### src/hdl/irl_pkg.sv
`default_nettype none

package irl_pkg;

    localparam int ID_W         = 16;
    localparam int FUNC_W       = 3;
    localparam int CNT_W        = 17;
    localparam int STATIONS_DEF = 65536;
    localparam int PC_W         = 6;

    localparam logic [FUNC_W-1:0] FN_APPEND     = 3'd0;
    localparam logic [FUNC_W-1:0] FN_INS_AFTER  = 3'd1;
    localparam logic [FUNC_W-1:0] FN_INS_BEFORE = 3'd2;
    localparam logic [FUNC_W-1:0] FN_REM_AFTER  = 3'd3;
    localparam logic [FUNC_W-1:0] FN_REM_BEFORE = 3'd4;

    localparam logic              ST_DONE    = 1'b0;
    localparam logic              ST_REFUSED = 1'b1;

    localparam logic [PC_W-1:0] PC_PROLOGUE     = 6'd0;
    localparam logic [PC_W-1:0] PC_APPEND       = 6'd4;
    localparam logic [PC_W-1:0] PC_APPEND_FIRST = 6'd9;
    localparam logic [PC_W-1:0] PC_INS_AFTER    = 6'd10;
    localparam logic [PC_W-1:0] PC_INS_BEFORE   = 6'd15;
    localparam logic [PC_W-1:0] PC_REM_AFTER    = 6'd20;
    localparam logic [PC_W-1:0] PC_REM_BEFORE   = 6'd29;
    localparam logic [PC_W-1:0] PC_REFUSE       = 6'd38;
    localparam logic [PC_W-1:0] PC_IGNORE       = 6'd39;

    typedef enum logic [1:0] {S_S, S_N, S_NB, S_FAR} t_ssrc;
    typedef enum logic [1:0] {C_NONE, C_S, C_N} t_cap;
    typedef enum logic [2:0] {
        LD_NONE, LD_NB_NEXT, LD_NB_PREV, LD_FAR_NEXT, LD_FAR_PREV
    } t_ld;
    typedef enum logic [1:0] {A_S, A_N, A_T, A_SLOT} t_asel;
    typedef enum logic [2:0] {D_S, D_N, D_NB, D_FAR, D_TAIL} t_dsel;
    typedef enum logic [1:0] {CNT_KEEP, CNT_UP, CNT_DOWN} t_cnt;
    typedef enum logic [1:0] {EM_NONE, EM_DONE, EM_REFUSE} t_emit;
    typedef enum logic [2:0] {J_NEXT, J_DISPATCH, J_IF_ZERO, J_IF_LE1, J_END} t_jump;

    typedef struct packed {
        t_ssrc            slot_src;
        t_cap             cap;
        t_asel            rd_addr;
        t_ld              ld;
        logic             wn_en;
        t_asel            wn_addr;
        t_dsel            wn_data;
        logic             wp_en;
        t_asel            wp_addr;
        t_dsel            wp_data;
        t_cnt             cnt;
        logic             tail_ld;
        t_emit            emit;
        t_jump            jump;
        logic [PC_W-1:0]  target;
    } t_uword;

    localparam t_uword UW_NOP = '{
        slot_src: S_S, cap: C_NONE, rd_addr: A_S, ld: LD_NONE,
        wn_en: 1'b0, wn_addr: A_S, wn_data: D_S,
        wp_en: 1'b0, wp_addr: A_S, wp_data: D_S,
        cnt: CNT_KEEP, tail_ld: 1'b0, emit: EM_NONE,
        jump: J_NEXT, target: PC_PROLOGUE
    };

    function automatic logic [PC_W-1:0] entry_pc(input logic [FUNC_W-1:0] func);
        logic [PC_W-1:0] pc;
        case (func)
            FN_APPEND:     pc = PC_APPEND;
            FN_INS_AFTER:  pc = PC_INS_AFTER;
            FN_INS_BEFORE: pc = PC_INS_BEFORE;
            FN_REM_AFTER:  pc = PC_REM_AFTER;
            FN_REM_BEFORE: pc = PC_REM_BEFORE;
            default:       pc = PC_IGNORE;
        endcase
        return pc;
    endfunction

    function automatic t_uword uprog(input logic [PC_W-1:0] pc);
        t_uword w;
        w = UW_NOP;
        case (pc)
            // address of station, then of new station
            PC_PROLOGUE: begin
                w.slot_src = S_S;
            end
            PC_PROLOGUE + 6'd1: begin
                w.slot_src = S_N;
            end
            PC_PROLOGUE + 6'd2: begin
                w.cap = C_S;
            end
            PC_PROLOGUE + 6'd3: begin
                w.cap  = C_N;
                w.jump = J_DISPATCH;
            end
            // append
            PC_APPEND: begin
                w.rd_addr = A_T;
                w.jump    = J_IF_ZERO;
                w.target  = PC_APPEND_FIRST;
            end
            PC_APPEND + 6'd1: begin
                w.ld = LD_NB_NEXT;
            end
            PC_APPEND + 6'd2: begin
                w.slot_src = S_NB;
                w.wn_en    = 1'b1;
                w.wn_addr  = A_S;
                w.wn_data  = D_NB;
            end
            PC_APPEND + 6'd3: begin
                w.wp_en   = 1'b1;
                w.wp_addr = A_S;
                w.wp_data = D_TAIL;
                w.wn_en   = 1'b1;
                w.wn_addr = A_T;
                w.wn_data = D_S;
            end
            PC_APPEND + 6'd4: begin
                w.wp_en   = 1'b1;
                w.wp_addr = A_SLOT;
                w.wp_data = D_S;
                w.tail_ld = 1'b1;
                w.cnt     = CNT_UP;
                w.jump    = J_END;
            end
            PC_APPEND_FIRST: begin
                w.wn_en   = 1'b1;
                w.wn_addr = A_S;
                w.wn_data = D_S;
                w.wp_en   = 1'b1;
                w.wp_addr = A_S;
                w.wp_data = D_S;
                w.tail_ld = 1'b1;
                w.cnt     = CNT_UP;
                w.jump    = J_END;
            end
            // insert after
            PC_INS_AFTER: begin
                w.rd_addr = A_S;
            end
            PC_INS_AFTER + 6'd1: begin
                w.ld = LD_NB_NEXT;
            end
            PC_INS_AFTER + 6'd2: begin
                w.slot_src = S_NB;
                w.wn_en    = 1'b1;
                w.wn_addr  = A_N;
                w.wn_data  = D_NB;
                w.wp_en    = 1'b1;
                w.wp_addr  = A_N;
                w.wp_data  = D_S;
            end
            PC_INS_AFTER + 6'd3: begin
                w.wn_en   = 1'b1;
                w.wn_addr = A_S;
                w.wn_data = D_N;
            end
            PC_INS_AFTER + 6'd4: begin
                w.wp_en   = 1'b1;
                w.wp_addr = A_SLOT;
                w.wp_data = D_N;
                w.cnt     = CNT_UP;
                w.emit    = EM_DONE;
                w.jump    = J_END;
            end
            // insert before
            PC_INS_BEFORE: begin
                w.rd_addr = A_S;
            end
            PC_INS_BEFORE + 6'd1: begin
                w.ld = LD_NB_PREV;
            end
            PC_INS_BEFORE + 6'd2: begin
                w.slot_src = S_NB;
                w.wn_en    = 1'b1;
                w.wn_addr  = A_N;
                w.wn_data  = D_S;
                w.wp_en    = 1'b1;
                w.wp_addr  = A_N;
                w.wp_data  = D_NB;
            end
            PC_INS_BEFORE + 6'd3: begin
                w.wp_en   = 1'b1;
                w.wp_addr = A_S;
                w.wp_data = D_N;
            end
            PC_INS_BEFORE + 6'd4: begin
                w.wn_en   = 1'b1;
                w.wn_addr = A_SLOT;
                w.wn_data = D_N;
                w.cnt     = CNT_UP;
                w.emit    = EM_DONE;
                w.jump    = J_END;
            end
            // remove after
            PC_REM_AFTER: begin
                w.rd_addr = A_S;
            end
            PC_REM_AFTER + 6'd1: begin
                w.ld     = LD_NB_NEXT;
                w.jump   = J_IF_LE1;
                w.target = PC_REFUSE;
            end
            PC_REM_AFTER + 6'd2: begin
                w.slot_src = S_NB;
            end
            PC_REM_AFTER + 6'd4: begin
                w.rd_addr = A_SLOT;
            end
            PC_REM_AFTER + 6'd5: begin
                w.ld = LD_FAR_NEXT;
            end
            PC_REM_AFTER + 6'd6: begin
                w.slot_src = S_FAR;
                w.wn_en    = 1'b1;
                w.wn_addr  = A_S;
                w.wn_data  = D_FAR;
            end
            PC_REM_AFTER + 6'd8: begin
                w.wp_en   = 1'b1;
                w.wp_addr = A_SLOT;
                w.wp_data = D_S;
                w.cnt     = CNT_DOWN;
                w.emit    = EM_DONE;
                w.jump    = J_END;
            end
            // remove before
            PC_REM_BEFORE: begin
                w.rd_addr = A_S;
            end
            PC_REM_BEFORE + 6'd1: begin
                w.ld     = LD_NB_PREV;
                w.jump   = J_IF_LE1;
                w.target = PC_REFUSE;
            end
            PC_REM_BEFORE + 6'd2: begin
                w.slot_src = S_NB;
            end
            PC_REM_BEFORE + 6'd4: begin
                w.rd_addr = A_SLOT;
            end
            PC_REM_BEFORE + 6'd5: begin
                w.ld = LD_FAR_PREV;
            end
            PC_REM_BEFORE + 6'd6: begin
                w.slot_src = S_FAR;
                w.wp_en    = 1'b1;
                w.wp_addr  = A_S;
                w.wp_data  = D_FAR;
            end
            PC_REM_BEFORE + 6'd8: begin
                w.wn_en   = 1'b1;
                w.wn_addr = A_SLOT;
                w.wn_data = D_S;
                w.cnt     = CNT_DOWN;
                w.emit    = EM_DONE;
                w.jump    = J_END;
            end
            PC_REFUSE: begin
                w.emit = EM_REFUSE;
                w.jump = J_END;
            end
            PC_IGNORE: begin
                w.jump = J_END;
            end
            default: begin
                w = UW_NOP;
            end
        endcase
        return w;
    endfunction

endpackage

`default_nettype wire

### src/hdl/irl_slot.sv
`default_nettype none

module irl_slot #(
    parameter int STATIONS = irl_pkg::STATIONS_DEF
) (
    input  wire logic                        i_clk,
    input  wire logic [irl_pkg::ID_W-1:0]    i_id,
    output logic      [$clog2(STATIONS)-1:0] o_slot
);

    localparam int AW = $clog2(STATIONS);

    generate
        if (STATIONS >= (1 << irl_pkg::ID_W)) begin : g_pass
            logic [irl_pkg::ID_W-1:0] r_id;

            always_ff @(posedge i_clk) begin
                r_id   <= i_id;
                o_slot <= AW'(r_id);
            end
        end else begin : g_div
            // ceiling reciprocal gives an exact quotient for 16-bit ids
            localparam logic [31:0] RECIP =
                32'(((64'd1 << 32) + 64'(STATIONS) - 64'd1) / 64'(STATIONS));
            localparam logic [irl_pkg::ID_W-1:0] DIV = irl_pkg::ID_W'(STATIONS);

            logic [irl_pkg::ID_W-1:0]    r_id;
            logic [irl_pkg::ID_W+31:0]   r_prod;
            logic [irl_pkg::ID_W-1:0]    w_q;
            logic [2*irl_pkg::ID_W-1:0]  w_qd;
            logic [2*irl_pkg::ID_W-1:0]  w_rem;

            assign w_q   = r_prod[irl_pkg::ID_W+31:32];
            assign w_qd  = w_q * DIV;
            assign w_rem = {{irl_pkg::ID_W{1'b0}}, r_id} - w_qd;

            always_ff @(posedge i_clk) begin
                r_id   <= i_id;
                r_prod <= {32'd0, i_id} * {{irl_pkg::ID_W{1'b0}}, RECIP};
                o_slot <= w_rem[AW-1:0];
            end
        end
    endgenerate

endmodule

`default_nettype wire

### config.mk
export PLATFORM = sky130hd
export DESIGN_NAME = irl_slot
export DESIGN_NICKNAME = d
export VERILOG_FILES = /design/src/hdl/irl_pkg.sv /design/src/hdl/irl_slot.sv
export SDC_FILE = /design/constraint.sdc
export NUM_CORES = 1
export LEC_CHECK = 0
export BUFFER_PORTS_ARGS = -buffer_cell sky130_fd_sc_hd__buf_4
export CAP_MARGIN = 20
export CORE_MARGIN = 8
export CORE_UTILIZATION = 44
export CTS_BUF_LIST = sky130_fd_sc_hd__clkbuf_4
export DETAILED_ROUTE_END_ITERATION = 10
export GPL_TIMING_DRIVEN = 0
export HOLD_SLACK_MARGIN = 0.08
export PLACE_DENSITY = 0.77
export SLEW_MARGIN = 20
export SYNTH_ARGS = -nofsm -noshare
export SYNTH_HDL_FRONTEND = slang
export SYNTH_SLANG_ARGS = --single-unit
### constraint.sdc
create_clock -name i_clk -period 0.8 [get_ports i_clk]
set_input_delay 0.12 -clock i_clk [delete_from_list [all_inputs] [get_ports i_clk]]
set_output_delay 0.12 -clock i_clk [all_outputs]
set_load 0.02 [all_outputs]
==> results.yml <==
power_and_ir_drop:
  power.density_nw_per_um2: 2600
  p_leak_nw: 0.552
  ir_drop_mv: 2.37
clock_network:
  cts_sinks: 32
  clk_pin_slew_ns: 0.10
  clock_path_buffers: 2
  cts_made_buffers: 5
  cts_max_level: 2
  cts_root_buf: "clkbuf_4"
  postCtsSetupRepairBufs: 0
  insertion_delay_ns: 0.31
  tritoncts: "done"
placed_design:
  port_buffers: 32
  dp_slack_ns: 0.247
  postPlaceCellArea_um2: 900
  gp_congestion: 0.639
worst_setup_path:
  cpPeakStageDelay_ns: 0.36
  cp_slowest_cell: "dfxtp_2"
  timing.critical_path.cells: "buf_6"
  required_ns: 0.68
  endpoint_kind: "primary output"
  path_buf_inv: 1
  cp_top_family: "flip-flops"
  crit_fanout: 1
  arrival_ns: 0.78
  start_kind: "register"
  crit_type: "reg2out"
cells_and_area:
  multi_input_area_um2: 0
  fin_nets: 104
  final_area_um2: 1220
  areaGrowthSynthToFinish_pct: 90.4
  drive_gt1_share_pct: 63.6
  final-seq-area_um2: 661
  antennaDiodeCount: 0
  n_fill_cell: 48
  multi_input_gates: 0
floorplanning:
  start_util_pct: 48.0
  die-area_um2: 2930
  io_pins: 33
  die_x_um: 54.2
  core_um2: 1330
  num_rows: 13
  die_h_um: 54.2
sta:
  min_period_over_period_pct: 113
  grt_setup_unrepaired: "true"
  drv_slew: 0
  worst_pin_slew_ns: 0.112
  setup_ws_ns: -0.104
  finalHoldViolations: 0
  relSlewSlack_pct: 92.5
  setup_violations: 16
  period_minus_slack_ns: 0.904
  skew_ns: 0.00833
  max_freq_mhz: 1110
detailed_routing:
  drcViolationCount: 0
  wirelength_mm: 1.71
  drt_iter0_drc: 5
  final_antenna_net_count: 0
  vias: 421
  routedWlPerCell_um: 16.6
  drt-vias-per-instance: 4.09
  drtPass1Iterations: 5
yosys:
  synth_nets: 49
  yosys.area_share.simple_pct: 0
  ys_ff_latch: 32
  synth_compound_area_share_pct: 0
  ys_seq_area_share_pct: 100
  netlist_top_cells_area: "dfxtp_1 (100%)"
  yosysTopAreaCellShare_pct: 100
  yosys_warnings: 0
  yosysTopAreaCell: "dfxtp_1"
  netlist_area_um2: 641
  synth_fa_ha_area_share_pct: 0
  synth-xor-area-share_pct: 0
  syn_inst: 32
  avgSynthCellArea_um2: 20.0
  synthMuxAreaShare_pct: 0
  synth_cell_types: 1
run:
  max_cap_viol_count: 0
run_status:
  outcome: "complete, but fails checks"
  violations: "setup timing"
grt:
  grt_max_degree: 12
  antenna_found_initial: 0
  grt_pass1_vias: 501
  grt_first_pass_wirelength_mm: 2.51
  grt_usage_pct: 13.1
  overflow: 0
hold_path:
  hp-class: "reg2reg"
[layout make-up]
| cell class | count | share of cell area (%) |
|---|---|---|
| repair buffers | 48 | 37.7 |
| flip-flops and latches | 32 | 54.2 |
| well taps | 15 | 1.54 |
| clock inverters | 3 | 3.49 |
| clock buffers | 5 | 3.08 |
[what timing repair did]
action | 4_1_cts | 5_1_grt
setup endpoints to repair | 16 | 16
gates resized for setup | 32 | 0
hold buffers | 16 | 0
hold endpoints to repair | 16 | 0
[path summary, 6_finish.rpt]
kind                       endpoint  slack, ns                   start  depth (start not counted)
setup / recovery          o_slot[3]      -0.10       o_slot[3]$_DFF_P_                          1
hold / removal    o_slot[1]$_DFF_P_       0.33  g_pass.r_id[1]$_DFF_P_                          0
setup reg to reg  o_slot[2]$_DFF_P_       0.37  g_pass.r_id[2]$_DFF_P_                          0
hold reg to reg   o_slot[1]$_DFF_P_       0.33  g_pass.r_id[1]$_DFF_P_                          0
[power by group]
part / switching (W) / total, W / internal [W]
Clock: 0.000529 / 0.00118 / 0.000651
Combinational: 0.000101 / 0.000278 / 0.000177
Sequential: 0.0000323 / 0.00172 / 0.00169
Total: 0.000663 / 0.00318 / 0.00251
[cells by family after synthesis]
family and after synthesis:
flops 32
[cell usage after synthesis]
cell and count:
dfxtp_1 32
[layer usage]
layer	up-vias	GRT usage, %	routed length (um)
met1	186	9.90	565
met2	26	24.8	963
li1	205	-	-
met3	4	8.54	147
met4	0	5.74	37
met5	-	0	0
[layout by cell type, fill, tap and decap left out, drive strengths merged]
cell          n
dfxtp        32
buf          32
dlygate4sd3  16
clkbuf        5
bufinv        1
clkinv        1
clkinvlp      1
[through the flow]
step	util (%)	power [W]	instances	hold slack, ns	TNS (ns)
after floorplan	-	0.00179	32	0.148	0
after global placement	67.4	0.00191	79	0.225	0
after detailed placement	67.4	0.00192	79	0.226	0
after CTS	91.5	0.00316	103	0.331	-1.35
after global routing	91.5	0.00331	103	0.337	-2.03
final	91.5	0.00318	103	0.330	-1.28
[sequential cells by signal, summed over array words and instances (netlist names)]
register     flops
o_slot          16
g_pass.r_id     16
Power figures use the tool's default switching activity.
